[src/rtl/srms_pkg.sv]
// Shared constants and types of the stereo RMS level meter.
`default_nettype none

package srms_pkg;

  localparam int SUM_W      = 42;
  localparam int CNT_W      = 13;
  localparam int AVG_W      = 24;
  localparam int BUF_W      = 16;
  localparam int ALPHA_W    = 17;
  localparam int FS_W       = 15;
  localparam int LVL_W      = 15;
  localparam int SCL_W      = 16;
  localparam int ROOT_W     = 21;
  localparam int DIV_W      = 15;
  localparam int CFG_ADDR_W = 2;
  localparam int CFG_DATA_W = 17;
  localparam int PROD_W     = 43;

  localparam logic [ALPHA_W-1:0] ALPHA_RST = 17'd4588;
  localparam logic [ALPHA_W-1:0] ALPHA_ONE = 17'd65536;
  localparam logic [FS_W-1:0]    FS_RST    = 15'd5571;

  typedef enum logic [CFG_ADDR_W-1:0] {
    CFG_ALPHA      = 2'd0,
    CFG_FULL_SCALE = 2'd1
  } cfg_addr_e;

  typedef enum logic [8:0] {
    S_IDLE    = 9'b000000001,
    S_SQ_L    = 9'b000000010,
    S_SQ_R    = 9'b000000100,
    S_MEAN    = 9'b000001000,
    S_ROOT    = 9'b000010000,
    S_AVG_MUL = 9'b000100000,
    S_AVG_ADD = 9'b001000000,
    S_SCALE   = 9'b010000000,
    S_EMIT    = 9'b100000000
  } state_e;

endpackage

`default_nettype wire

[src/rtl/srms_if.sv]
// Valid/ready channel interfaces of the stereo RMS level meter.
`default_nettype none

interface srms_in_if #(
  parameter int SAMPLE_BITS = 16
) ();
  logic                          valid;
  logic                          ready;
  logic signed [SAMPLE_BITS-1:0] left_sample;
  logic signed [SAMPLE_BITS-1:0] right_sample;
  logic                          last_frame;

  modport source (output valid, left_sample, right_sample, last_frame, input ready);
  modport sink   (input valid, left_sample, right_sample, last_frame, output ready);
endinterface

interface srms_out_if import srms_pkg::*; ();
  logic             valid;
  logic             ready;
  logic [LVL_W-1:0] rms_level;
  logic [LVL_W-1:0] smoothed_level;
  logic [SCL_W-1:0] scaled_level;
  logic [BUF_W-1:0] buffers_seen;

  modport source (output valid, rms_level, smoothed_level, scaled_level, buffers_seen,
                  input ready);
  modport sink   (input valid, rms_level, smoothed_level, scaled_level, buffers_seen,
                  output ready);
endinterface

interface srms_cfg_if import srms_pkg::*; ();
  logic                  valid;
  logic                  ready;
  logic [CFG_ADDR_W-1:0] addr;
  logic [CFG_DATA_W-1:0] wdata;

  modport source (output valid, addr, wdata, input ready);
  modport sink   (input valid, addr, wdata, output ready);
endinterface

`default_nettype wire

[src/rtl/srms_div.sv]
// Restoring divider, one quotient bit per cycle.
`default_nettype none

module srms_div import srms_pkg::*; (
  input  wire logic             clk_i,
  input  wire logic             rst_ni,
  input  wire logic             start_i,
  input  wire logic [SUM_W-1:0] dividend_i,
  input  wire logic [DIV_W-1:0] divisor_i,
  output logic                  done_o,
  output logic      [SUM_W-1:0] quotient_o
);

  localparam int            CNT_BITS = $clog2(SUM_W);
  localparam logic [CNT_BITS-1:0] LAST = CNT_BITS'(SUM_W - 1);

  logic                busy_q, done_q;
  logic [CNT_BITS-1:0] cnt_q;
  logic [DIV_W-1:0]    rem_q, dvs_q, rem_d;
  logic [SUM_W-1:0]    quo_q;
  logic [DIV_W:0]      shifted, diff;
  logic                take;

  assign shifted = {rem_q, quo_q[SUM_W-1]};
  assign diff    = shifted - {1'b0, dvs_q};
  assign take    = shifted >= {1'b0, dvs_q};
  assign rem_d   = take ? diff[DIV_W-1:0] : shifted[DIV_W-1:0];

  always_ff @(posedge clk_i or negedge rst_ni) begin
    if (!rst_ni) begin
      busy_q <= 1'b0;
      done_q <= 1'b0;
      cnt_q  <= '0;
    end else begin
      done_q <= 1'b0;
      if (start_i) begin
        busy_q <= 1'b1;
        cnt_q  <= '0;
      end else if (busy_q) begin
        cnt_q <= cnt_q + 1'b1;
        if (cnt_q == LAST) begin
          busy_q <= 1'b0;
          done_q <= 1'b1;
        end
      end
    end
  end

  always_ff @(posedge clk_i) begin
    if (start_i) begin
      rem_q <= '0;
      quo_q <= dividend_i;
      dvs_q <= divisor_i;
    end else if (busy_q) begin
      rem_q <= rem_d;
      quo_q <= {quo_q[SUM_W-2:0], take};
    end
  end

  assign done_o     = done_q;
  assign quotient_o = quo_q;

endmodule

`default_nettype wire

[src/rtl/srms_sqrt.sv]
// Digit-by-digit integer square root, one root bit per cycle.
`default_nettype none

module srms_sqrt import srms_pkg::*; (
  input  wire logic              clk_i,
  input  wire logic              rst_ni,
  input  wire logic              start_i,
  input  wire logic [SUM_W-1:0]  radicand_i,
  output logic                   done_o,
  output logic      [ROOT_W-1:0] root_o
);

  localparam int REM_W    = ROOT_W + 3;
  localparam int CNT_BITS = $clog2(ROOT_W);
  localparam logic [CNT_BITS-1:0] LAST = CNT_BITS'(ROOT_W - 1);

  logic                busy_q, done_q;
  logic [CNT_BITS-1:0] cnt_q;
  logic [SUM_W-1:0]    rad_q;
  logic [REM_W-1:0]    rem_q, rem_sh, trial;
  logic [ROOT_W-1:0]   root_q;
  logic                take;

  assign rem_sh = {rem_q[REM_W-3:0], rad_q[SUM_W-1:SUM_W-2]};
  assign trial  = REM_W'({root_q, 2'b01});
  assign take   = rem_sh >= trial;

  always_ff @(posedge clk_i or negedge rst_ni) begin
    if (!rst_ni) begin
      busy_q <= 1'b0;
      done_q <= 1'b0;
      cnt_q  <= '0;
    end else begin
      done_q <= 1'b0;
      if (start_i) begin
        busy_q <= 1'b1;
        cnt_q  <= '0;
      end else if (busy_q) begin
        cnt_q <= cnt_q + 1'b1;
        if (cnt_q == LAST) begin
          busy_q <= 1'b0;
          done_q <= 1'b1;
        end
      end
    end
  end

  always_ff @(posedge clk_i) begin
    if (start_i) begin
      rad_q  <= radicand_i;
      rem_q  <= '0;
      root_q <= '0;
    end else if (busy_q) begin
      rad_q  <= {rad_q[SUM_W-3:0], 2'b00};
      rem_q  <= take ? rem_sh - trial : rem_sh;
      root_q <= {root_q[ROOT_W-2:0], take};
    end
  end

  assign done_o = done_q;
  assign root_o = root_q;

endmodule

`default_nettype wire

[src/rtl/stereo_rms_level_meter.sv]
// Stereo RMS level meter: top level with sequencer, accumulator and smoothing.
//
// Each stereo word is accepted in S_IDLE, then S_SQ_L and S_SQ_R pass one channel
// each through the shared squarer and 42-bit saturating accumulator. A word that
// closes a buffer (last_frame set, or MAX_FRAMES words reached) then runs the
// mean through the restoring divider, the square root, the moving average update
// (S_AVG_MUL, S_AVG_ADD) and the same divider again for the full-scale mapping
// before the result word is loaded into the output register. Input is not ready
// meanwhile. The result register lets the next buffer start while a
// result still waits downstream. Configuration is always ready.
`default_nettype none

module stereo_rms_level_meter import srms_pkg::*; #(
  parameter int MAX_FRAMES  = 256,
  parameter int SAMPLE_BITS = 16
) (
  input  wire logic   clk_i,
  input  wire logic   rst_ni,
  srms_in_if.sink     data_in,
  srms_out_if.source  data_out,
  srms_cfg_if.sink    cfg
);

  localparam int MAG_W = SAMPLE_BITS - 1;
  localparam int SQ_W  = 2 * MAG_W;
  localparam int ACC_W = ((SQ_W > SUM_W) ? SQ_W : SUM_W) + 1;
  localparam logic [CNT_W-1:0] FRAMES_END = CNT_W'(MAX_FRAMES);

  state_e state_q, state_d;

  logic signed [SAMPLE_BITS-1:0] left_q, right_q, sel, half;
  logic                          last_q;
  logic [MAG_W-1:0]              mag;
  logic [SQ_W-1:0]               sq;
  logic [ACC_W-1:0]              sum_wide;
  logic [SUM_W-1:0]              sum_q, sum_sat;
  logic [CNT_W-1:0]              cnt_q, cnt_inc;
  logic                          buf_end;
  logic [AVG_W-1:0]              avg_q, avg_new;
  logic [BUF_W-1:0]              buf_q;
  logic [ALPHA_W-1:0]            alpha_q, alpha_eff;
  logic [FS_W-1:0]               fs_q, fs_eff;
  logic [LVL_W-1:0]              rms_q;
  logic signed [AVG_W:0]         diff;
  logic signed [PROD_W-1:0]      prod_d, prod_q, step;

  logic             div_start, div_done, sqrt_start, sqrt_done;
  logic [SUM_W-1:0] div_dividend, div_quot;
  logic [DIV_W-1:0] div_divisor;
  logic [ROOT_W-1:0] root;

  logic             out_valid_q, out_free;
  logic [LVL_W-1:0] out_rms_q, out_smooth_q;
  logic [SCL_W-1:0] out_scaled_q;
  logic [BUF_W-1:0] out_buf_q;

  // square and accumulate
  assign sel      = state_q == S_SQ_L ? left_q : right_q;
  assign half     = sel >>> 1;
  assign mag      = half[MAG_W-1] ? MAG_W'(-half) : half[MAG_W-1:0];
  assign sq       = SQ_W'(mag) * SQ_W'(mag);
  assign sum_wide = ACC_W'(sum_q) + ACC_W'(sq);
  assign sum_sat  = (|sum_wide[ACC_W-1:SUM_W]) ? {SUM_W{1'b1}} : sum_wide[SUM_W-1:0];
  assign cnt_inc  = cnt_q + 1'b1;
  assign buf_end  = last_q || (cnt_inc >= FRAMES_END);

  // moving average
  assign alpha_eff = (alpha_q > ALPHA_ONE) ? ALPHA_ONE : alpha_q;
  assign diff      = $signed({2'b00, rms_q, 8'h00}) - $signed({1'b0, avg_q});
  assign prod_d    = $signed({1'b0, alpha_eff}) * diff;
  assign step      = prod_q >>> 16;
  assign avg_new   = avg_q + step[AVG_W-1:0];
  assign fs_eff    = (fs_q == '0) ? FS_W'(1) : fs_q;

  // shared divider operands
  always_comb begin
    div_start    = 1'b0;
    div_dividend = sum_sat;
    div_divisor  = DIV_W'({cnt_inc, 1'b0});
    if (state_q == S_SQ_R && buf_end) begin
      div_start = 1'b1;
    end else if (state_q == S_AVG_ADD) begin
      div_start    = 1'b1;
      div_dividend = SUM_W'({avg_new, 8'h00});
      div_divisor  = fs_eff;
    end
  end

  assign sqrt_start = state_q == S_MEAN && div_done;
  assign out_free   = !out_valid_q || data_out.ready;

  always_comb begin
    state_d = state_q;
    unique case (state_q)
      S_IDLE:    if (data_in.valid) state_d = S_SQ_L;
      S_SQ_L:    state_d = S_SQ_R;
      S_SQ_R:    state_d = buf_end ? S_MEAN : S_IDLE;
      S_MEAN:    if (div_done) state_d = S_ROOT;
      S_ROOT:    if (sqrt_done) state_d = S_AVG_MUL;
      S_AVG_MUL: state_d = S_AVG_ADD;
      S_AVG_ADD: state_d = S_SCALE;
      S_SCALE:   if (div_done) state_d = S_EMIT;
      S_EMIT:    if (out_free) state_d = S_IDLE;
      default:   state_d = S_IDLE;
    endcase
  end

  always_ff @(posedge clk_i or negedge rst_ni) begin
    if (!rst_ni) begin
      state_q     <= S_IDLE;
      sum_q       <= '0;
      cnt_q       <= '0;
      avg_q       <= '0;
      buf_q       <= '0;
      alpha_q     <= ALPHA_RST;
      fs_q        <= FS_RST;
      out_valid_q <= 1'b0;
    end else begin
      state_q <= state_d;
      if (state_q == S_SQ_L) begin
        sum_q <= sum_sat;
      end
      if (state_q == S_SQ_R) begin
        sum_q <= buf_end ? '0 : sum_sat;
        cnt_q <= buf_end ? '0 : cnt_inc;
      end
      if (state_q == S_AVG_ADD) begin
        avg_q <= avg_new;
        buf_q <= buf_q + 1'b1;
      end
      if (cfg.valid) begin
        if (cfg.addr == CFG_ALPHA) begin
          alpha_q <= cfg.wdata;
        end else if (cfg.addr == CFG_FULL_SCALE) begin
          fs_q <= cfg.wdata[FS_W-1:0];
        end
      end
      if (state_q == S_EMIT && out_free) begin
        out_valid_q <= 1'b1;
      end else if (data_out.ready) begin
        out_valid_q <= 1'b0;
      end
    end
  end

  always_ff @(posedge clk_i) begin
    if (state_q == S_IDLE && data_in.valid) begin
      left_q  <= data_in.left_sample;
      right_q <= data_in.right_sample;
      last_q  <= data_in.last_frame;
    end
    if (state_q == S_ROOT && sqrt_done) begin
      rms_q <= (|root[ROOT_W-1:LVL_W]) ? {LVL_W{1'b1}} : root[LVL_W-1:0];
    end
    if (state_q == S_AVG_MUL) begin
      prod_q <= prod_d;
    end
    if (state_q == S_EMIT && out_free) begin
      out_rms_q    <= rms_q;
      out_smooth_q <= avg_q[LVL_W+7:8];
      out_scaled_q <= (|div_quot[SUM_W-1:SCL_W]) ? {SCL_W{1'b1}} : div_quot[SCL_W-1:0];
      out_buf_q    <= buf_q;
    end
  end

  srms_div u_div (
    .clk_i      (clk_i),
    .rst_ni     (rst_ni),
    .start_i    (div_start),
    .dividend_i (div_dividend),
    .divisor_i  (div_divisor),
    .done_o     (div_done),
    .quotient_o (div_quot)
  );

  srms_sqrt u_sqrt (
    .clk_i      (clk_i),
    .rst_ni     (rst_ni),
    .start_i    (sqrt_start),
    .radicand_i (div_quot),
    .done_o     (sqrt_done),
    .root_o     (root)
  );

  assign data_in.ready           = state_q == S_IDLE;
  assign cfg.ready               = 1'b1;
  assign data_out.valid          = out_valid_q;
  assign data_out.rms_level      = out_rms_q;
  assign data_out.smoothed_level = out_smooth_q;
  assign data_out.scaled_level   = out_scaled_q;
  assign data_out.buffers_seen   = out_buf_q;

endmodule

`default_nettype wire

[src/flat_wrapper.sv]
// flat-port wrapper written by rule: the top's interface ports become plain ports
module stereo_rms_level_meter_flat import srms_pkg::*;
#(
  parameter int MAX_FRAMES  = 256,
  parameter int SAMPLE_BITS = 16
)
  (clk_i, rst_ni, data_in_valid, data_in_left_sample, data_in_right_sample, data_in_last_frame, data_in_ready, data_out_valid, data_out_rms_level, data_out_smoothed_level, data_out_scaled_level, data_out_buffers_seen, data_out_ready, cfg_valid, cfg_addr, cfg_wdata, cfg_ready);
  srms_in_if #(.SAMPLE_BITS(SAMPLE_BITS)) data_in_i ();
  srms_out_if data_out_i ();
  srms_cfg_if cfg_i ();
  input  wire logic clk_i;
  input  wire logic rst_ni;
  input wire logic [$bits(data_in_i.valid)-1:0] data_in_valid;
  input wire logic [$bits(data_in_i.left_sample)-1:0] data_in_left_sample;
  input wire logic [$bits(data_in_i.right_sample)-1:0] data_in_right_sample;
  input wire logic [$bits(data_in_i.last_frame)-1:0] data_in_last_frame;
  output wire logic [$bits(data_in_i.ready)-1:0] data_in_ready;
  output wire logic [$bits(data_out_i.valid)-1:0] data_out_valid;
  output wire logic [$bits(data_out_i.rms_level)-1:0] data_out_rms_level;
  output wire logic [$bits(data_out_i.smoothed_level)-1:0] data_out_smoothed_level;
  output wire logic [$bits(data_out_i.scaled_level)-1:0] data_out_scaled_level;
  output wire logic [$bits(data_out_i.buffers_seen)-1:0] data_out_buffers_seen;
  input wire logic [$bits(data_out_i.ready)-1:0] data_out_ready;
  input wire logic [$bits(cfg_i.valid)-1:0] cfg_valid;
  input wire logic [$bits(cfg_i.addr)-1:0] cfg_addr;
  input wire logic [$bits(cfg_i.wdata)-1:0] cfg_wdata;
  output wire logic [$bits(cfg_i.ready)-1:0] cfg_ready;
  assign data_in_i.valid = data_in_valid;
  assign data_in_i.left_sample = data_in_left_sample;
  assign data_in_i.right_sample = data_in_right_sample;
  assign data_in_i.last_frame = data_in_last_frame;
  assign data_in_ready = data_in_i.ready;
  assign data_out_valid = data_out_i.valid;
  assign data_out_rms_level = data_out_i.rms_level;
  assign data_out_smoothed_level = data_out_i.smoothed_level;
  assign data_out_scaled_level = data_out_i.scaled_level;
  assign data_out_buffers_seen = data_out_i.buffers_seen;
  assign data_out_i.ready = data_out_ready;
  assign cfg_i.valid = cfg_valid;
  assign cfg_i.addr = cfg_addr;
  assign cfg_i.wdata = cfg_wdata;
  assign cfg_ready = cfg_i.ready;
  stereo_rms_level_meter #(.MAX_FRAMES(MAX_FRAMES), .SAMPLE_BITS(SAMPLE_BITS)) u_core (.clk_i(clk_i), .rst_ni(rst_ni), .data_in(data_in_i), .data_out(data_out_i), .cfg(cfg_i));
endmodule
[config.mk]
export PLATFORM = sky130hd
export DESIGN_NAME = stereo_rms_level_meter_flat
export DESIGN_NICKNAME = d
export VERILOG_FILES = /design/src/rtl/srms_pkg.sv /design/src/rtl/srms_if.sv /design/src/rtl/srms_div.sv /design/src/rtl/srms_sqrt.sv /design/src/rtl/stereo_rms_level_meter.sv /design/src/flat_wrapper.sv
export SDC_FILE = /design/constraint.sdc
export NUM_CORES = 2
export LEC_CHECK = 0
export ABC_AREA = 1
export CORE_MARGIN = 8
export CORE_UTILIZATION = 47
export CTS_CLUSTER_DIAMETER = 120
export DETAILED_ROUTE_END_ITERATION = 12
export DONT_BUFFER_PORTS = 1
export GPL_TIMING_DRIVEN = 0
export PLACE_DENSITY_LB_ADDON = 0.15
export SYNTH_ARGS = -nofsm -noshare
export SYNTH_HDL_FRONTEND = slang
export SYNTH_SLANG_ARGS = --single-unit
[constraint.sdc]
create_clock -name clk_i -period 7.9 [get_ports clk_i]
set_input_delay 0.79 -clock clk_i [delete_from_list [all_inputs] [get_ports clk_i]]
set_output_delay 0.79 -clock clk_i [all_outputs]
set_load 0.02 [all_outputs]
# [Word-level counts from Yosys, hierarchy flattened]
# Cells that the tools add are included.
[op_classes] addsub=10 magnitude_cmp=4 n_mul=2 eq_ne=17 n_reduce_logical=21 bitwise=2 n_mux=46
[op_table] op="42-bit 2-to-1 mux" count=10
[op_table] op="9-bit case mux with 9 select lines" count=1
[op_table] op="9-bit 2-to-1 mux" count=5
[op_table] op="42-bit by 30-bit adder with 43-bit output" count=1
[op_table] op="14-bit 2-to-1 mux" count=3
[op_table] op="18-bit by 25-bit multiplier with 40-bit output" count=1
[op_table] op="15-bit by 15-bit multiplier with 30-bit output" count=1
[op_table] op="15-bit 2-to-1 mux" count=2
[op_table] op="26-bit OR reduction" count=1
[op_table] op="23-bit by 24-bit subtractor with 25-bit output" count=1
[op_table] op="24-bit adder" count=1
[op_table] op="24-bit by 23-bit >= comparator with 1-bit output" count=1
[op_table] op="22-bit 2-to-1 mux" count=1
[op_table] op="22-bit subtractor" count=1
[op_table] op="17-bit > comparator (second input constant)" count=1
[op_table] op="17-bit 2-to-1 mux" count=1
[op_table] op="16-bit by 1-bit adder with 16-bit output (second input constant)" count=1
[op_table] op="16-bit by 15-bit >= comparator with 1-bit output" count=1
[op_table] op="1-bit 2-to-1 mux" count=16
[op_table] op="16-bit 2-to-1 mux" count=1
[op_table] op="15-bit logical NOT" count=1
[op_table] op="15-bit negator" count=1
[op_table] op="15-bit subtractor" count=1
[op_table] op="13-bit by 1-bit adder with 13-bit output (second input constant)" count=1
[op_table] op="33 further kinds" count=47
[totals] output_inout_bits=65 input_bits=57 elab_cells=133 regBits=459

# [Depth between registers and ports, before layout]
[depth] depth_word=10 mapped_depth=44 depth_no_buf=43

# [Hierarchy]
# Synthesis repeated with hierarchy kept, for this count alone.
[unflattened] cells_unflattened=5778 hier_area_um2=46138.0
[modules_own_cells] mod="stereo_rms_level_meter" area_per_inst_um2=36438.7 instances=1 seq_area_each_um2=7410.9 cells_each=4502
[modules_own_cells] mod="srms_sqrt" area_per_inst_um2=5283.8 instances=1 seq_area_each_um2=2297.2 cells_each=734
[modules_own_cells] mod="srms_div" area_per_inst_um2=4415.5 instances=1 seq_area_each_um2=2212.1 cells_each=542

# [Worst setup path before layout]
# No wires, ideal clock.
[synth_path] path_type="reg-to-reg" start="register u_core.state_q[8]" end="register u_core.u_div.quo_q[37], in the netlist u_core.u_div.quotient_o[37] (data pin)" setup_ns=0.260 synth_period_minus_slack_ns=7.616 n_path_buf=2 stages_incl_launch_ff=40 slack_ns=0.284 arrival_ns=7.356 path_cell_list="dfrtp_1 inv_2 nand3_1 nor2_1 nand2_4 nand2_1 nand2_1 inv_1 buf_1 ha_1 nand2_1 nor2_2 inv_2 nor2_2 inv_1 nand4_1 nand2_2 inv_2 [4 not listed] fa_1 fa_1 fa_1 inv_1 fa_1 inv_1 ha_1 a21oi_1 o21ai_0 a21oi_1 nand2_1 nand3_1 nand2_1 nand2_1 buf_2 nand3_1 nand2_1 o21ai_0"
[synth_between] elab_chain_cells=10 elab_cells_between_ends=15 cone_classes="add/sub (2); mul (1); eq/ne (3); mux (8); reduce/logical (1)"
[synth_lines] item="start: declaration" line_no="stereo_rms_level_meter.sv:29" rtl="state_e state_q, state_d;"
[synth_lines] item="start signal: assignment" line_no="stereo_rms_level_meter.sv:119" rtl="state_q <= state_d;"
[synth_lines] item="9-bit by 2-bit == test with 1-bit output" line_no="stereo_rms_level_meter.sv:58" rtl="assign sel = state_q == S_SQ_L ? left_q : right_q;"
[synth_lines] item="16-bit 2-to-1 mux" line_no="stereo_rms_level_meter.sv:58"
[synth_lines] item="15-bit negator" line_no="stereo_rms_level_meter.sv:60" rtl="assign mag = half[MAG_W-1] ? MAG_W'(-half) : half[MAG_W-1:0];"
[synth_lines] item="15-bit 2-to-1 mux" line_no="stereo_rms_level_meter.sv:60"
[synth_lines] item="15-bit by 15-bit multiplier with 30-bit output" line_no="stereo_rms_level_meter.sv:61" rtl="assign sq = SQ_W'(mag) * SQ_W'(mag);"
[synth_lines] item="42-bit by 30-bit adder with 43-bit output" line_no="stereo_rms_level_meter.sv:62" rtl="assign sum_wide = ACC_W'(sum_q) + ACC_W'(sq);"
[synth_lines] item="42-bit 2-to-1 mux" line_no="stereo_rms_level_meter.sv:63" rtl="assign sum_sat = (|sum_wide[ACC_W-1:SUM_W]) ? {SUM_W{1'b1}} : sum_wide[SUM_W-1:0];"
[synth_lines] item="42-bit 2-to-1 mux" line_no="stereo_rms_level_meter.sv:82" rtl="end else if (state_q == S_AVG_ADD) begin"
[synth_lines] item="42-bit 2-to-1 mux" line_no="stereo_rms_level_meter.sv:80" rtl="if (state_q == S_SQ_R && buf_end) begin"
[synth_lines] item="42-bit 2-to-1 mux *" line_no="srms_div.sv:50" rtl="if (start_i) begin"
[synth_lines] item="end signal: assignment" line_no="srms_div.sv:52" rtl="quo_q <= dividend_i;"
[synth_lines] item="end signal: assignment" line_no="srms_div.sv:56" rtl="quo_q <= {quo_q[SUM_W-2:0], take};"
[synth_lines] item="end: declaration" line_no="srms_div.sv:20" rtl="logic [SUM_W-1:0] quo_q;"
# Every way passes the cells marked *; elsewhere a longest branch is shown, timed or not.
# A chain may end at the register's enable or synchronous reset.

# [Worst setup path in the final report]
[layout_path] start="register u_core.state_q[2]" end="register u_core.u_div.quo_q[41], in the netlist u_core.u_div.quotient_o[41] (data pin)"
# Same word-level chain as after synthesis.

==> impl_results.md <==
* Synth area leader: fa_1
* Die width at 326.4 microns
* Routed WL at 141300 microns
* DP HPWL at about 120000 microns
* First-pass GRT wire length at approximately 220000 microns
* Final critical-path share of the clock period at 97.51%
* Io pins at about 120
* Die height at approximately 330 microns
* Final Hold Vio Count at 0
* Nets at between 6000 and 7000
* IO Port Bufs at 0
* Clock skew at between 0.05 and 0.06 ns
* # rows at ~110
* Routed vias at around 36000
* TritonCTS buffer count at 52
* Root buf cell: clkbuf_16
* Largest stage delay, worst path at around 0.57 ns
* Setup CP Type: register to register
* Most common cell in the netlist: nand2_1
* Share of cells above drive strength 1 at a little under an eighth
* Clk sink count at ~440
* Data arrival time of the worst path at ~8.1 ns
* Top_reg_cell synth: edfxtp_1
* H-tree depth at 2
* Most used cell, CP: nand2_2
* DR WL/cell at 20.28 microns
* Post-synth EDFFs at between 200 and 250
* CP max FO at 10
* Vias in the first global route at 36933
* Via/cell ratio at 5.236
* Top cells by area, synth: fa_1 25%, edfxtp_1 15%, nand2_1 10%, inv_1 9.7%, dfrtp_1 7.6%
* Min-delay worst type: input pin to asynchronous set/reset pin
* Fin. max-slew vios at 0
* Syn Inst Count at around 5500
* Synth cell types at 64
* Global placer's final weighted congestion at a little under 1
* Maximum clock frequency at between 100 and 150 MHz
* Worst path slowest cell: fa_1
* Maxcap violations at 0
* Post-route ant nets at 0
* Final min period at 7.704 ns
* P&R area growth vs syn at 12.94%
* Filler instances at just over 9000
* Initial antenna violation count at 2
* Util after Layout at 53.19%
* CP Data Required Time at a little over 8 ns
* Worst slew pin tran at 1.023 ns
* 1st-iter DRT viols at about 2800
* Tot GR Track Use at roughly a quarter
* Clk buf depth at 3
* Core ar. at between 90000 and 100000 sq um
* CTS tree: yes
* Seq/Total Area, Yosys at 26.33%
* DRC at 0
* Max_slew headroom at a little under a third
* Yosys warning count at 0
* Synth cell count leaders: 1205 x nand2_1, 1169 x inv_1, 562 x fa_1, 473 x nor2_1, 273 x ha_1
* Clock transition at path regs at ~0.06 ns
* Worst-Skew Late Latency at 0.64 ns
* Startpoint types: register
* GRT overflow at 0
* Yosys reg bits at between 400 and 500
* FFs w/ async S/R, synth at between 30% and 40%
* Number of diodes at 0
* Synth top area share at 24.85%
* Drt first pass iters at 8
* Largest net degree at the start of global routing at 153
* Status: finished, final reports clean
* Initial Util at 47.09%
* CP Capture Type: register
* Post-Syn Area at between 40000 and 50000 sq um
* Die area at 106500 sq um
* # setup viols final at 0
* Mean Syn Cell Area at 8.233 sq um
* Flop2flop setup slack at between 0.15 and 0.2 ns
[worst max-delay path: cells and delay by family (launching register included)]
| family | cells | cell delay [ns] |
|---|---|---|
| flip-flops | 1 | 0.45 |
| buffers and inverters | 7 | 0.84 |
| AO/OA/AOI/OAI | 2 | 0.25 |
| adder cells (fa/ha/maj) | 7 | 3.42 |
| AND/OR/NAND/NOR | 22 | 2.46 |
[per-stage QoR]
| step | std cells | TNS [ns] | area [sq um] | worst slack (ns) | hold WS (ns) |
|---|---|---|---|---|---|
| 2_1_floorplan | 5508 | 0 | 45310 | 0.2840 | 0.4304 |
| 3_3_place_gp | 6784 | -206.76 | 46910 | -2.543 | 0.4537 |
| 3_5_place_dp | 6789 | -204.19 | 47040 | -2.493 | 0.4554 |
| 4_1_cts | 6919 | 0 | 49860 | 0.007900 | 0.1822 |
| 5_1_grt | 6967 | -1.208 | 51130 | -0.09311 | 0.2196 |
| 6_report | 6967 | 0 | 51130 | 0.1964 | 0.1147 |
[layer usage]
layer / wire (microns) / GRT usage, % / vias to the layer above / share of wire (%)
li1: - / - / 17222 / -
met3: 8113 / 3.265 / 237 / 5.7
met4: 5396 / 8.858 / 0 / 3.8
met5: 0 / 0 / - / 0
met1: 59970 / 34.85 / 17950 / 42
met2: 67840 / 44.32 / 1067 / 48
[final cells by class]
cell class,instances,area (sq um),share of cell area (%)
Sequential cell,441,11930,23.33
Inverter,1205,4598,8.993
Buffer,130,745.7,1.458
Clock inverter,24,252.7,0.4943
Clock buffer,74,1485,2.905
Tap cell,1276,1597,3.122
Multi-Input combinational cell,3725,29640,57.97
Timing Repair Buffer,92,882.1,1.725
[worst paths after layout]
kind | startpoint | endpoint | depth (start not counted)
hold reg to reg | u_core.u_div.rem_q[14] | u_core.u_div.rem_q[14] | 2
setup / recovery | u_core.state_q[2] | u_core.u_div.quotient_o[41] | 38
min in group clk_i | data_in_last_frame | u_core.last_q | 0
max in group asynchronous | rst_ni | u_core.buf_q[4] | 1
setup reg to reg | u_core.state_q[2] | u_core.u_div.quotient_o[41] | 38
hold / removal | rst_ni | u_core.cnt_q[7] | 1
[registers in the layout, indices dropped and copies added (netlist names), 16 cells and up]
signal / flops
u_core.alpha_q: 17
u_core.avg_q: 24
u_core.buf_q: 16
u_core.data_out.buffers_seen: 16
u_core.data_out.scaled_level: 16
u_core.prod_q: 24
u_core.sum_q: 42
u_core.u_div.quotient_o: 42
u_core.u_sqrt.rad_q: 42
u_core.u_sqrt.rem_q: 22
u_core.u_sqrt.root_o: 21
[logic make-up after synthesis]
logic type / share of synthesized area, %
simple gates: 20.50
buf+inv: 11.39
fa+ha+maj: 32.39
compound gates: 6.950
flops: 26.33
xor+xnor: 2.418
other cells: 0.01659
[cells in the final DEF, fill, tap and decap left out, types with 46 or more instances in the layout]
cell type / count
fa_1: 554
edfxtp_1: 231
ha_1: 238
clkbuf_16: 53
nand2_1: 1131
dfrtp_1: 128
inv_1: 1151
nor2_1: 425
clkbuf_1: 80
o21ai_0: 222
dfxtp_1: 58
buf_4: 82
nand4_1: 46
nand3_1: 247
nand2_2: 70
a21oi_1: 167
xor2_1: 72
nor3_1: 48
nor2_2: 47
[repair_timing]
item | in CTS | in global routing
cloned | 1 | 1
pin swaps | 32 | 93
endpoints found under the hold margin | 152 | 0
buffers inserted | 32 | 52
setup endpoints to repair | 108 | 107
hold buffers | 1 | 0
gates resized for setup | 209 | 286
Power is not shown: default switching activity piles up to over one toggle a cycle in this logic, so the estimate is an artifact.
